===== src/rtl/bqlp_pkg.sv =====
// Shared widths, register indexes, command codes and control structs for the
// direct-form-II low-pass biquad. No dependencies; every other file uses it.

package bqlp_pkg;

	localparam int SAMPLE_W       = 16;
	localparam int COEF_FRAC_BITS = 14;
	localparam int COEF_W         = 18;
	localparam int DELAY_W        = 24;
	localparam int NUM_COEFS      = 5;
	localparam int CFG_IDX_W      = 3;

	localparam int PROD_W    = COEF_W + DELAY_W;
	localparam int ACC_W     = PROD_W + 2;
	localparam int RND_W     = ACC_W - COEF_FRAC_BITS;
	localparam int WF_W      = RND_W + 1;
	localparam int SUM_W     = COEF_W + 2;
	localparam int NUM_W     = SAMPLE_W + COEF_FRAC_BITS + 1;
	localparam int DEN_W     = SUM_W + 1;
	localparam int DIV_CNT_W = $clog2(NUM_W + 1);

	localparam logic signed [COEF_W-1:0] COEF_ONE = COEF_W'(1 << COEF_FRAC_BITS);
	localparam logic signed [ACC_W-1:0]  RND_HALF = ACC_W'(1) << (COEF_FRAC_BITS - 1);

	localparam logic [CFG_IDX_W-1:0] REG_B0 = 3'd0;
	localparam logic [CFG_IDX_W-1:0] REG_B1 = 3'd1;
	localparam logic [CFG_IDX_W-1:0] REG_B2 = 3'd2;
	localparam logic [CFG_IDX_W-1:0] REG_A1 = 3'd3;
	localparam logic [CFG_IDX_W-1:0] REG_A2 = 3'd4;

	localparam logic [2:0] MUL_NONE  = 3'd0;
	localparam logic [2:0] MUL_A1_D1 = 3'd1;
	localparam logic [2:0] MUL_A2_D2 = 3'd2;
	localparam logic [2:0] MUL_B0_W  = 3'd3;
	localparam logic [2:0] MUL_B1_D1 = 3'd4;
	localparam logic [2:0] MUL_B2_D2 = 3'd5;

	localparam logic [1:0] ACC_HOLD = 2'd0;
	localparam logic [1:0] ACC_LOAD = 2'd1;
	localparam logic [1:0] ACC_ADD  = 2'd2;

	typedef struct packed {
		logic       x_load;
		logic [2:0] mul_sel;
		logic [1:0] acc_op;
		logic       w_load;
		logic       div_start;
		logic       div_step;
		logic       preload;
		logic       y_load;
	} bqlp_cmd_t;

	typedef struct packed {
		logic div_done;
	} bqlp_sts_t;

endpackage


===== src/rtl/bqlp_if.sv =====
// Valid/ready channel interfaces for request and result transactions.
// Depends on bqlp_pkg for the payload widths.

interface bqlp_req_if;
	logic                                 valid;
	logic                                 ready;
	logic                                 req_type;
	logic signed [bqlp_pkg::SAMPLE_W-1:0] sample_in;

	modport source (output valid, output req_type, output sample_in, input ready);
	modport sink (input valid, input req_type, input sample_in, output ready);
endinterface

interface bqlp_res_if;
	logic                                 valid;
	logic                                 ready;
	logic signed [bqlp_pkg::SAMPLE_W-1:0] filtered_out;

	modport source (output valid, output filtered_out, input ready);
	modport sink (input valid, input filtered_out, output ready);
endinterface


===== src/rtl/bqlp_datapath.sv =====
// Datapath: coefficient registers, delay line, shared multiplier with
// accumulator, bit-serial preload divider and output register. Uses bqlp_pkg.

module bqlp_datapath (
	input  logic                                 clk,
	input  logic                                 arst_n,
	input  logic                                 cfg_we,
	input  logic [bqlp_pkg::CFG_IDX_W-1:0]       cfg_index,
	input  logic [bqlp_pkg::COEF_W-1:0]          cfg_data,
	input  logic signed [bqlp_pkg::SAMPLE_W-1:0] sample_in,
	input  bqlp_pkg::bqlp_cmd_t                  cmd,
	output bqlp_pkg::bqlp_sts_t                  sts,
	output logic signed [bqlp_pkg::SAMPLE_W-1:0] filtered_out
);
	import bqlp_pkg::*;

	logic signed [COEF_W-1:0]   b0_q, b1_q, b2_q, a1_q, a2_q;
	logic signed [SAMPLE_W-1:0] x_q;
	logic signed [DELAY_W-1:0]  d1_q, d2_q, w_q;
	logic signed [PROD_W-1:0]   prod_s1;
	logic signed [ACC_W-1:0]    acc_q;
	logic signed [SAMPLE_W-1:0] y_q;

	logic signed [COEF_W-1:0]   mul_c;
	logic signed [DELAY_W-1:0]  mul_d;
	logic signed [DELAY_W-1:0]  x_ext;
	logic signed [ACC_W-1:0]    acc_biased;
	logic signed [ACC_W-1:0]    acc_shifted;
	logic signed [RND_W-1:0]    rnd;
	logic signed [WF_W-1:0]     w_full;
	logic                       w_ok;
	logic signed [SAMPLE_W-1:0] y_sat;

	logic [NUM_W-1:0]     num_q, quo_q;
	logic [DEN_W-1:0]     den_q, rem_q;
	logic                 neg_q, zero_q;
	logic [DIV_CNT_W-1:0] cnt_q;
	logic signed [SUM_W-1:0] coef_sum;
	logic [SUM_W-1:0]     abs_sum;
	logic [SAMPLE_W-1:0]  abs_x;
	logic [DEN_W:0]       trial;
	logic                 q_ok;
	logic [DELAY_W-1:0]   q_lo;
	logic signed [DELAY_W-1:0] pre_val;

	always_ff @(posedge clk or negedge arst_n) begin
		if (!arst_n) begin
			b0_q <= COEF_ONE;
			b1_q <= '0;
			b2_q <= '0;
			a1_q <= '0;
			a2_q <= '0;
		end else if (cfg_we) begin
			unique case (cfg_index)
				REG_B0:  b0_q <= cfg_data;
				REG_B1:  b1_q <= cfg_data;
				REG_B2:  b2_q <= cfg_data;
				REG_A1:  a1_q <= cfg_data;
				REG_A2:  a2_q <= cfg_data;
				default: ;
			endcase
		end
	end

	assign x_ext = {{(DELAY_W - SAMPLE_W){x_q[SAMPLE_W-1]}}, x_q};

	always_comb begin
		case (cmd.mul_sel)
			MUL_A1_D1: begin mul_c = a1_q; mul_d = d1_q; end
			MUL_A2_D2: begin mul_c = a2_q; mul_d = d2_q; end
			MUL_B0_W:  begin mul_c = b0_q; mul_d = w_q;  end
			MUL_B1_D1: begin mul_c = b1_q; mul_d = d1_q; end
			MUL_B2_D2: begin mul_c = b2_q; mul_d = d2_q; end
			default:   begin mul_c = '0;   mul_d = '0;   end
		endcase
	end

	always_ff @(posedge clk) begin
		if (cmd.x_load) begin
			x_q <= sample_in;
		end
		prod_s1 <= mul_c * mul_d;
		case (cmd.acc_op)
			ACC_LOAD: acc_q <= {{(ACC_W - PROD_W){prod_s1[PROD_W-1]}}, prod_s1};
			ACC_ADD:  acc_q <= acc_q + {{(ACC_W - PROD_W){prod_s1[PROD_W-1]}}, prod_s1};
			default:  ;
		endcase
		if (cmd.w_load) begin
			w_q <= w_ok ? w_full[DELAY_W-1:0] : x_ext;
		end
		if (cmd.y_load) begin
			y_q <= y_sat;
		end
	end

	// Round to nearest with ties upward, then drop the fraction bits.
	assign acc_biased  = acc_q + RND_HALF;
	assign acc_shifted = acc_biased >>> COEF_FRAC_BITS;
	assign rnd         = acc_shifted[RND_W-1:0];

	assign w_full = {{(WF_W - SAMPLE_W){x_q[SAMPLE_W-1]}}, x_q} - {rnd[RND_W-1], rnd};
	assign w_ok   = (&w_full[WF_W-1:DELAY_W-1]) || ~(|w_full[WF_W-1:DELAY_W-1]);

	always_comb begin
		if ((&rnd[RND_W-1:SAMPLE_W-1]) || ~(|rnd[RND_W-1:SAMPLE_W-1])) begin
			y_sat = rnd[SAMPLE_W-1:0];
		end else if (rnd[RND_W-1]) begin
			y_sat = {1'b1, {(SAMPLE_W - 1){1'b0}}};
		end else begin
			y_sat = {1'b0, {(SAMPLE_W - 1){1'b1}}};
		end
	end

	assign filtered_out = y_q;

	// Preload divider: restoring division of 2|x|*2^F + |s| by 2|s|, one bit per cycle.
	assign coef_sum = {{2{b0_q[COEF_W-1]}}, b0_q} + {{2{b1_q[COEF_W-1]}}, b1_q}
		+ {{2{b2_q[COEF_W-1]}}, b2_q};
	assign abs_sum  = coef_sum[SUM_W-1] ? SUM_W'(-coef_sum) : SUM_W'(coef_sum);
	assign abs_x    = x_q[SAMPLE_W-1] ? SAMPLE_W'(-x_q) : SAMPLE_W'(x_q);
	assign trial    = {rem_q, num_q[NUM_W-1]};

	always_ff @(posedge clk or negedge arst_n) begin
		if (!arst_n) begin
			cnt_q <= '0;
		end else if (cmd.div_start) begin
			cnt_q <= DIV_CNT_W'(NUM_W);
		end else if (cmd.div_step) begin
			cnt_q <= cnt_q - DIV_CNT_W'(1);
		end
	end

	always_ff @(posedge clk) begin
		if (cmd.div_start) begin
			num_q  <= {abs_x, {(COEF_FRAC_BITS + 1){1'b0}}} + NUM_W'(abs_sum);
			den_q  <= {abs_sum, 1'b0};
			rem_q  <= '0;
			quo_q  <= '0;
			neg_q  <= x_q[SAMPLE_W-1] ^ coef_sum[SUM_W-1];
			zero_q <= (coef_sum == '0);
		end else if (cmd.div_step) begin
			num_q <= {num_q[NUM_W-2:0], 1'b0};
			if (trial >= {1'b0, den_q}) begin
				rem_q <= DEN_W'(trial - {1'b0, den_q});
				quo_q <= {quo_q[NUM_W-2:0], 1'b1};
			end else begin
				rem_q <= trial[DEN_W-1:0];
				quo_q <= {quo_q[NUM_W-2:0], 1'b0};
			end
		end
	end

	assign q_lo = quo_q[DELAY_W-1:0];
	assign q_ok = ~(|quo_q[NUM_W-1:DELAY_W-1])
		|| (neg_q && (quo_q == (NUM_W'(1) << (DELAY_W - 1))));

	always_comb begin
		if (zero_q || !q_ok) begin
			pre_val = x_ext;
		end else if (neg_q) begin
			pre_val = -q_lo;
		end else begin
			pre_val = q_lo;
		end
	end

	always_ff @(posedge clk or negedge arst_n) begin
		if (!arst_n) begin
			d1_q <= '0;
			d2_q <= '0;
		end else if (cmd.preload) begin
			d1_q <= pre_val;
			d2_q <= pre_val;
		end else if (cmd.y_load) begin
			d1_q <= w_q;
			d2_q <= d1_q;
		end
	end

	assign sts.div_done = (cnt_q == '0);

endmodule


===== src/rtl/bqlp_ctrl.sv =====
// Controller state machine: sequences the multiply-accumulate steps and the
// preload division, and owns the channel handshakes. Uses bqlp_pkg.

module bqlp_ctrl (
	input  logic                clk,
	input  logic                arst_n,
	input  logic                req_valid,
	input  logic                req_type,
	output logic                req_ready,
	output logic                res_valid,
	input  logic                res_ready,
	input  bqlp_pkg::bqlp_sts_t sts,
	output bqlp_pkg::bqlp_cmd_t cmd
);
	import bqlp_pkg::*;

	localparam logic [3:0] S_IDLE = 4'd0;
	localparam logic [3:0] S_DIV0 = 4'd1;
	localparam logic [3:0] S_DIV  = 4'd2;
	localparam logic [3:0] S_FB1  = 4'd3;
	localparam logic [3:0] S_FB2  = 4'd4;
	localparam logic [3:0] S_FB3  = 4'd5;
	localparam logic [3:0] S_W    = 4'd6;
	localparam logic [3:0] S_FF0  = 4'd7;
	localparam logic [3:0] S_FF1  = 4'd8;
	localparam logic [3:0] S_FF2  = 4'd9;
	localparam logic [3:0] S_FF3  = 4'd10;
	localparam logic [3:0] S_OUT  = 4'd11;

	logic [3:0] state_q, state_d;
	logic       res_valid_q;
	logic       out_free;

	assign out_free  = !res_valid_q || res_ready;
	assign req_ready = (state_q == S_IDLE);
	assign res_valid = res_valid_q;

	always_comb begin
		state_d       = state_q;
		cmd           = '0;
		cmd.mul_sel   = MUL_NONE;
		cmd.acc_op    = ACC_HOLD;
		unique case (state_q)
			S_IDLE: begin
				cmd.x_load = req_valid;
				if (req_valid) begin
					state_d = req_type ? S_DIV0 : S_FB1;
				end
			end
			S_DIV0: begin
				cmd.div_start = 1'b1;
				state_d       = S_DIV;
			end
			S_DIV: begin
				if (sts.div_done) begin
					cmd.preload = 1'b1;
					state_d     = S_FB1;
				end else begin
					cmd.div_step = 1'b1;
				end
			end
			S_FB1: begin
				cmd.mul_sel = MUL_A1_D1;
				state_d     = S_FB2;
			end
			S_FB2: begin
				cmd.mul_sel = MUL_A2_D2;
				cmd.acc_op  = ACC_LOAD;
				state_d     = S_FB3;
			end
			S_FB3: begin
				cmd.acc_op = ACC_ADD;
				state_d    = S_W;
			end
			S_W: begin
				cmd.w_load = 1'b1;
				state_d    = S_FF0;
			end
			S_FF0: begin
				cmd.mul_sel = MUL_B0_W;
				state_d     = S_FF1;
			end
			S_FF1: begin
				cmd.mul_sel = MUL_B1_D1;
				cmd.acc_op  = ACC_LOAD;
				state_d     = S_FF2;
			end
			S_FF2: begin
				cmd.mul_sel = MUL_B2_D2;
				cmd.acc_op  = ACC_ADD;
				state_d     = S_FF3;
			end
			S_FF3: begin
				cmd.acc_op = ACC_ADD;
				state_d    = S_OUT;
			end
			S_OUT: begin
				if (out_free) begin
					cmd.y_load = 1'b1;
					state_d    = S_IDLE;
				end
			end
			default: begin
				state_d = S_IDLE;
			end
		endcase
	end

	always_ff @(posedge clk or negedge arst_n) begin
		if (!arst_n) begin
			state_q     <= S_IDLE;
			res_valid_q <= 1'b0;
		end else begin
			state_q <= state_d;
			if (cmd.y_load) begin
				res_valid_q <= 1'b1;
			end else if (res_ready) begin
				res_valid_q <= 1'b0;
			end
		end
	end

endmodule


===== src/rtl/biquad_lowpass_df2_core.sv =====
// Requests are accepted only while idle; a preload request first runs the division.
// Both kinds then run the feedback and feedforward steps; the single shared
// 18x24 multiplier takes five products per sample and the divider one bit a cycle.
// A result waits in the output register while the next request is accepted.
// Reset (arst_n low) clears both delays, sets b0 to 1.0 and the other coefficients to 0.
// Top level of the biquad; uses bqlp_pkg, bqlp_if, bqlp_ctrl and bqlp_datapath.

module biquad_lowpass_df2_core (
	input  logic                           clk,
	input  logic                           arst_n,
	bqlp_req_if.sink                       req,
	bqlp_res_if.source                     res,
	input  logic                           cfg_we,
	input  logic [bqlp_pkg::CFG_IDX_W-1:0] cfg_index,
	input  logic [bqlp_pkg::COEF_W-1:0]    cfg_data
);
	import bqlp_pkg::*;

	bqlp_cmd_t cmd;
	bqlp_sts_t sts;

	bqlp_ctrl u_ctrl (
		.clk       (clk),
		.arst_n    (arst_n),
		.req_valid (req.valid),
		.req_type  (req.req_type),
		.req_ready (req.ready),
		.res_valid (res.valid),
		.res_ready (res.ready),
		.sts       (sts),
		.cmd       (cmd)
	);

	bqlp_datapath u_datapath (
		.clk          (clk),
		.arst_n       (arst_n),
		.cfg_we       (cfg_we),
		.cfg_index    (cfg_index),
		.cfg_data     (cfg_data),
		.sample_in    (req.sample_in),
		.cmd          (cmd),
		.sts          (sts),
		.filtered_out (res.filtered_out)
	);

endmodule


===== src/flat_wrapper.sv =====
// flat-port wrapper written by rule: the top's interface ports become plain ports
module biquad_lowpass_df2_core_flat import bqlp_pkg::*;
  (clk, arst_n, cfg_we, cfg_index, cfg_data, req_valid, req_req_type, req_sample_in, req_ready, res_valid, res_filtered_out, res_ready);
  bqlp_req_if req_i ();
  bqlp_res_if res_i ();
  input  logic clk;
  input  logic arst_n;
  input  logic cfg_we;
  input  logic [bqlp_pkg::CFG_IDX_W-1:0] cfg_index;
  input  logic [bqlp_pkg::COEF_W-1:0] cfg_data;
  input wire logic [$bits(req_i.valid)-1:0] req_valid;
  input wire logic [$bits(req_i.req_type)-1:0] req_req_type;
  input wire logic [$bits(req_i.sample_in)-1:0] req_sample_in;
  output wire logic [$bits(req_i.ready)-1:0] req_ready;
  output wire logic [$bits(res_i.valid)-1:0] res_valid;
  output wire logic [$bits(res_i.filtered_out)-1:0] res_filtered_out;
  input wire logic [$bits(res_i.ready)-1:0] res_ready;
  assign req_i.valid = req_valid;
  assign req_i.req_type = req_req_type;
  assign req_i.sample_in = req_sample_in;
  assign req_ready = req_i.ready;
  assign res_valid = res_i.valid;
  assign res_filtered_out = res_i.filtered_out;
  assign res_i.ready = res_ready;
  biquad_lowpass_df2_core u_core (.clk(clk), .arst_n(arst_n), .req(req_i), .res(res_i), .cfg_we(cfg_we), .cfg_index(cfg_index), .cfg_data(cfg_data));
endmodule

===== config.mk =====
export PLATFORM = sky130hd
export DESIGN_NAME = biquad_lowpass_df2_core_flat
export DESIGN_NICKNAME = d
export VERILOG_FILES = /design/src/rtl/bqlp_pkg.sv /design/src/rtl/bqlp_if.sv /design/src/rtl/bqlp_datapath.sv /design/src/rtl/bqlp_ctrl.sv /design/src/rtl/biquad_lowpass_df2_core.sv /design/src/flat_wrapper.sv
export SDC_FILE = /design/constraint.sdc
export NUM_CORES = 2
export LEC_CHECK = 0
export BUFFER_PORTS_ARGS = -buffer_cell sky130_fd_sc_hd__buf_4
export CORE_UTILIZATION = 36
export CTS_CLUSTER_DIAMETER = 40
export DETAILED_ROUTE_END_ITERATION = 10
export PLACE_DENSITY = 0.52
export SYNTH_ARGS = -nofsm -noshare
export SYNTH_HDL_FRONTEND = slang
export SYNTH_SLANG_ARGS = --single-unit

===== constraint.sdc =====
create_clock -name clk -period 17 [get_ports clk]
set_clock_uncertainty 0.05 [all_clocks]
set_input_delay 1.7 -clock clk [delete_from_list [all_inputs] [get_ports clk]]
set_output_delay 1.7 -clock clk [all_outputs]
set_load 0.02 [all_outputs]

# ---- Word-level counts from Yosys, hierarchy flattened
# Cells that the tools add are included.
dict set report classes {
  shift 0
  add_sub_neg 11
  muxes 37
  eq_ne 26
  mul 1
  reduce_logical 31
  div 0
  n_lt_le_gt_ge 1
  bitwise_logic 4
}
# operator count
set op_table {}
lappend op_table {{24-bit two-way mux} 7}
lappend op_table {{18-bit case mux with 5 select lines} 1}
lappend op_table {{44-bit case mux with 2 select lines} 1}
lappend op_table {{24-bit case mux with 3 select lines} 1}
lappend op_table {{31-bit two-way mux} 2}
lappend op_table {{16-bit two-way mux} 3}
lappend op_table {{4-bit case mux with 12 select lines} 1}
lappend op_table {{44-bit by 15-bit adder with 44-bit output (second input constant)} 1}
lappend op_table {{44-bit adder} 1}
lappend op_table {{18-bit by 24-bit multiplier with 42-bit output} 1}
lappend op_table {{31-bit by 20-bit adder with 31-bit output} 1}
lappend op_table {{31-bit by 24-bit == test with 1-bit output (second input constant)} 1}
lappend op_table {{16-bit by 30-bit subtractor with 31-bit output} 1}
lappend op_table {{24-bit negation} 1}
lappend op_table {{22-bit by 21-bit >= comparator with 1-bit output} 1}
lappend op_table {{21-bit two-way mux} 1}
lappend op_table {{21-bit subtractor} 1}
lappend op_table {{19-bit by 18-bit adder with 20-bit output} 1}
lappend op_table {{20-bit logical NOT} 1}
lappend op_table {{20-bit two-way mux} 1}
lappend op_table {{20-bit negation} 1}
lappend op_table {{18-bit by 18-bit adder with 19-bit output} 1}
lappend op_table {{4-bit by 3-bit == test with 1-bit output (second input constant)} 4}
lappend op_table {{4-bit == test (second input constant)} 4}
lappend op_table {{34 further kinds} 72}
dict set report totals {
  elab_cells 132
  romBits 0
  memories 0
  reg_bits 395
  in_bits 43
  ramBits 0
  out_inout_bits 18
  latchBits 0
}

# ---- Logic depth before layout (Yosys ltp)
dict set report logic_depth {
  word_depth 7
  ltp_mapped 34
  ltp_nobuf 29
}

# ---- By module
# A second synthesis with hierarchy kept.
dict set report hier_totals {
  cells_unflattened 4078
  hier_area_um2 39248.9
}
# mod cells_per_inst area_per_inst_um2 seq_area_each_um2 n_inst
set modules_own_cells {}
lappend modules_own_cells {bqlp_datapath 4034 38872.3 10055.9 1}
lappend modules_own_cells {bqlp_ctrl 44 376.6 125.1 1}

# ---- Least setup slack after synthesis
# OpenSTA, ideal clock, no wires.
dict set report synth_path {
  path_kind {reg-to-reg}
  start {register u_core.u_ctrl.state_q[0]}
  end {register u_core.u_datapath.prod_s1[41]}
  stages_incl_launch_ff 31
  setup_ps 120
  synth_period_minus_slack_ps 8057
  t_arrival_ps 7887
  path_buffers 4
  slack_ps 8943
  cell_sequence {dfrtp_1 clkbuf_1 nand2_1 nor3_1 or2_2 clkbuf_1 clkbuf_1 a22oi_1 nand2_1 clkbuf_1 nand2_1 fa_1 fa_1 inv_1 ha_1 inv_1 fa_1 fa_1 fa_1 inv_1 ha_1 or4_1 o21ai_0 a311oi_1 o31ai_1 a211oi_1 or2_1 a31o_2 a211oi_1 a21oi_1 xnor2_1}
}
dict set report synth_between {
  elab_chain_len 6
  word_cells_on_any_way 16
}
# item line
set synth_rtl {}
lappend synth_rtl {{start, declared} bqlp_ctrl.sv:30} ;# logic [3:0] state_q, state_d;
lappend synth_rtl {{start signal, assigned} bqlp_ctrl.sv:114} ;# state_q <= state_d;
lappend synth_rtl {{4-bit == test, or another cell as far along} bqlp_ctrl.sv:43} ;# unique case (state_q)
lappend synth_rtl {{3-bit case mux with 5 select lines *} bqlp_ctrl.sv:43}
lappend synth_rtl {{3-bit == test, or another cell as far along} bqlp_datapath.sv:68} ;# case (cmd.mul_sel)
lappend synth_rtl {{2-bit OR reduction (no source line)} -}
lappend synth_rtl {{24-bit case mux with 3 select lines} bqlp_datapath.sv:68}
lappend synth_rtl {{18-bit by 24-bit multiplier with 42-bit output *} bqlp_datapath.sv:82} ;# prod_s1 <= mul_c * mul_d;
lappend synth_rtl {{end signal, assigned} bqlp_datapath.sv:82}
lappend synth_rtl {{end, declared} bqlp_datapath.sv:20} ;# logic signed [PROD_W-1:0] prod_s1;
# Mark *: on every way between the ends. The rest lies on a longest branch, timed or not.
# A chain may end at the register's enable or synchronous reset.

# ---- Worst setup path in the final report
dict set report layout_path {
  start {register u_core.u_ctrl.state_q[3]}
  end {register u_core.u_datapath.prod_s1[38]}
}
# The elaborated chain is that of the path after synthesis.

==> results.sh <==
export IMPL_min_period_over_period=0.553
export IMPL_vias=29291
export IMPL_slowest_stage="nand2_1"
export IMPL_synth_top_cell_by_area="fa_1"
export IMPL_viasPerCell=5.16
export IMPL_relSlewSlack=0.213
export IMPL_portBuffers=60
export IMPL_fill_cells=10693
export IMPL_rsz0062_at_grt="false"
export IMPL_clockBufferDepth=3
export IMPL_synth_edf_count=153
export IMPL_clkSinkCount=395
export IMPL_drt_pass1_iter_count=5
export IMPL_cts_tree="built"
export IMPL_htreeDepth=3
export IMPL_end_kind="flop"
export IMPL_min_path_type="reg -> reg"
export IMPL_status="finished clean"
export IMPL_design_die_area_um2=110000
export IMPL_gr_usage_met2=0.338
export IMPL_synthArstFlopShare=0.375
export IMPL_muxShareOfSynthArea=0.0535
export IMPL_syn_cell_area_um2=39100
export IMPL_num_antenna_cells=0
export IMPL_root_buffer="clkbuf_16"
export IMPL_wl_per_cell_um=20.0
export IMPL_synth_simple_area_share=0.148
export IMPL_synth_area_leaders="fa_1 23%, edfxtp_1 12%, dfrtp_1 9.4%"
export IMPL_synth_compound_area_share=0.108
export IMPL_cp_max_fo=22
export IMPL_min_period_ns=9.41
export IMPL_fin_tns_setup_ns=0
export IMPL_synth_cells=4231
export IMPL_postCtsHoldBufs=0
export IMPL_ys_flop_type="edfxtp_1"
export IMPL_grt_use_met3=0.0302
export IMPL_grtUsageTotal=0.209
export IMPL_pin_count=61
export IMPL_netlist_area_leader_share=0.230
export IMPL_slew_viol_final=0
export IMPL_cp_arrival_ns=9.91
export IMPL_path_class="reg -> reg"
export IMPL_met1_usage=0.295
export IMPL_synth_fa_ha_area_frac=0.303
export IMPL_dpl_hpwl_mm=88.5
export IMPL_max_freq_ghz=0.106
export IMPL_start_kind="flop"
export IMPL_hold_viol_final=0
export IMPL_tightest_slew_ns=1.18
export IMPL_grt_pass1_vias=29800
export IMPL_num_rows=120
export IMPL_synth_top_family_by_area="adder cells"
export IMPL_antenna_found_initial=1
export IMPL_clk_latency_ns=0.62
export IMPL_gr_total_overflow=0
export IMPL_area_growth_pct=10.8
export IMPL_required_ns=17.50
export IMPL_drt_iter0_drc=1925
export IMPL_drc=0
export IMPL_grt_max_degree=92
export IMPL_yosysSeqAreaShare=0.260
export IMPL_setup_viol=0
export IMPL_cts_resized=0
export IMPL_dieHeight_um=332
export IMPL_synthDistinctLibCells=91
export IMPL_cp_top_family="adder cells"
export IMPL_avgSynthCellArea_um2=9.24
export IMPL_fp_dieW_um=332
export IMPL_start_util=0.364
export IMPL_yosys_warnings=0
export IMPL_crit_buf_inv=6
export IMPL_cp_slowest_stage_delay_ns=0.98
export IMPL_clkTransAtPathRegs_ns=0.06
export IMPL_cts_setup_buffers=0
export IMPL_syn_num_nets=4950
export IMPL_drive_above_1_share=0.0974
export IMPL_core_area_um2=107000
export IMPL_synth_most_common_cell="nand2_1"
export IMPL_cap_violations=0
export IMPL_ys_ff_latch=395
export IMPL_antenna_left=0
export IMPL_busiest_layer="met2"
export IMPL_nets=4934
export IMPL_synth_xor_xnor_area_share=0.0520
export IMPL_grt_first_pass_wirelength_mm=179
export IMPL_finalWirelength_mm=113
export IMPL_numCtsBuffers=67
export IMPL_synthTopCellsByCount="638 x nand2_1, 602 x inv_1, 449 x fa_1"
export IMPL_place_congestion=0.912
worst register-to-register path, delay by kind of cell, from the launching register on:
family	cells	cell delay [ns]
fa+ha+maj	7	3.08
simple gates	9	2.87
compound gates	6	2.30
flops	1	0.55
buf+inv	6	0.53
cells in the final DEF (no fill, tap or decap), types with 20 or more instances in the layout:
cell / n
nand4_1: 29
a22oi_1: 41
dfrtp_1: 147
o21a_1: 23
ha_1: 226
mux2i_1: 29
nor2b_1: 24
o21ai_0: 110
fa_1: 449
edfxtp_1: 153
mux2_2: 142
clkbuf_16: 69
a21o_1: 70
nor2_1: 317
o31ai_1: 22
nor3_1: 34
dfxtp_1: 94
a211oi_1: 20
nand3_1: 78
a21oi_1: 195
nand2_1: 638
and2_1: 33
buf_4: 89
a31oi_1: 57
nand2b_1: 33
xor2_1: 85
and3_1: 20
xnor2_1: 147
inv_1: 601
layer usage:
metal | part of all wire | vias to the layer above
met5 | 0.00011 | -
met2 | 0.47 | 664
met4 | 0.021 | 2
li1 | - | 13898
met1 | 0.47 | 14590
met3 | 0.046 | 137
cell families (layout without fill, tap and decap cells):
kind of cell	Yosys count	count (layout)
AOI/OAI and AO/OA	655	655
xor gates and xnor gates	232	232
adders and majority gates	676	676
buffers and inverters	780	819
DFF	395	395
muxes	184	184
and+or+nand+nor	1309	1309
per-stage QoR:
| step | cells | utilization | hold slack [ns] | setup slack, ns | instance area, um^2 |
|---|---|---|---|---|---|
| 2_1_floorplan | 4231 | - | 0.381 | 8.94 | 39100 |
| 3_3_place_gp | 5549 | 0.381 | 0.396 | 7.90 | 40900 |
| 3_5_place_dp | 5549 | 0.381 | 0.399 | 7.88 | 40900 |
| 4_1_cts | 5673 | 0.403 | 0.407 | 7.77 | 43300 |
| 5_1_grt | 5673 | 0.403 | 0.428 | 7.21 | 43300 |
| 6_report | 5673 | 0.403 | 0.406 | 7.59 | 43300 |
state kept, by name, summed over array words and instances, names as in the netlist, 5 cells and up:
signal and count:
u_core.u_datapath.acc_q 44, u_core.u_datapath.quo_q 31, u_core.u_datapath.b2_q 18, u_core.u_datapath.x_q 16, u_core.u_datapath.rem_q 21, u_core.u_datapath.a1_q 18
u_core.u_datapath.filtered_out 16, u_core.u_datapath.b0_q 18, u_core.u_datapath.d2_q 24, u_core.u_datapath.num_q 31, u_core.u_datapath.prod_s1 42, u_core.u_datapath.d1_q 24
u_core.u_datapath.a2_q 18, u_core.u_datapath.den_q 20, u_core.u_datapath.w_q 24, u_core.u_datapath.b1_q 18, u_core.u_datapath.cnt_q 5
final cells by class:
type / instances / area, um^2 / area share
well taps: 1403 / 1760 / 0.0405
clock buffers: 74 / 1780 / 0.0410
multi-input cells: 3056 / 26000 / 0.601
repair buffers: 90 / 679 / 0.0157
flip-flops and latches: 395 / 10200 / 0.235
inverters: 605 / 2270 / 0.0524
clock inverters: 50 / 606 / 0.0140
worst paths after layout:
path,cells past startpoint,end,startpoint,slack (ns)
max,28,u_core.u_datapath.prod_s1[38],u_core.u_ctrl.state_q[3],7.59
min reg2reg,2,u_core.u_datapath.rem_q[0],u_core.u_datapath.rem_q[0],0.41
max reg2reg,28,u_core.u_datapath.prod_s1[38],u_core.u_ctrl.state_q[3],7.59
max in group asynchronous,2,u_core.u_datapath.d1_q[11],arst_n,14.49
min,2,u_core.u_datapath.rem_q[0],u_core.u_datapath.rem_q[0],0.41
min in group asynchronous,1,u_core.u_datapath.b1_q[2],arst_n,1.11
Power is left out: the tool's default activity adds up to more than one toggle a clock period on the data nets, which glitch-free logic cannot reach.
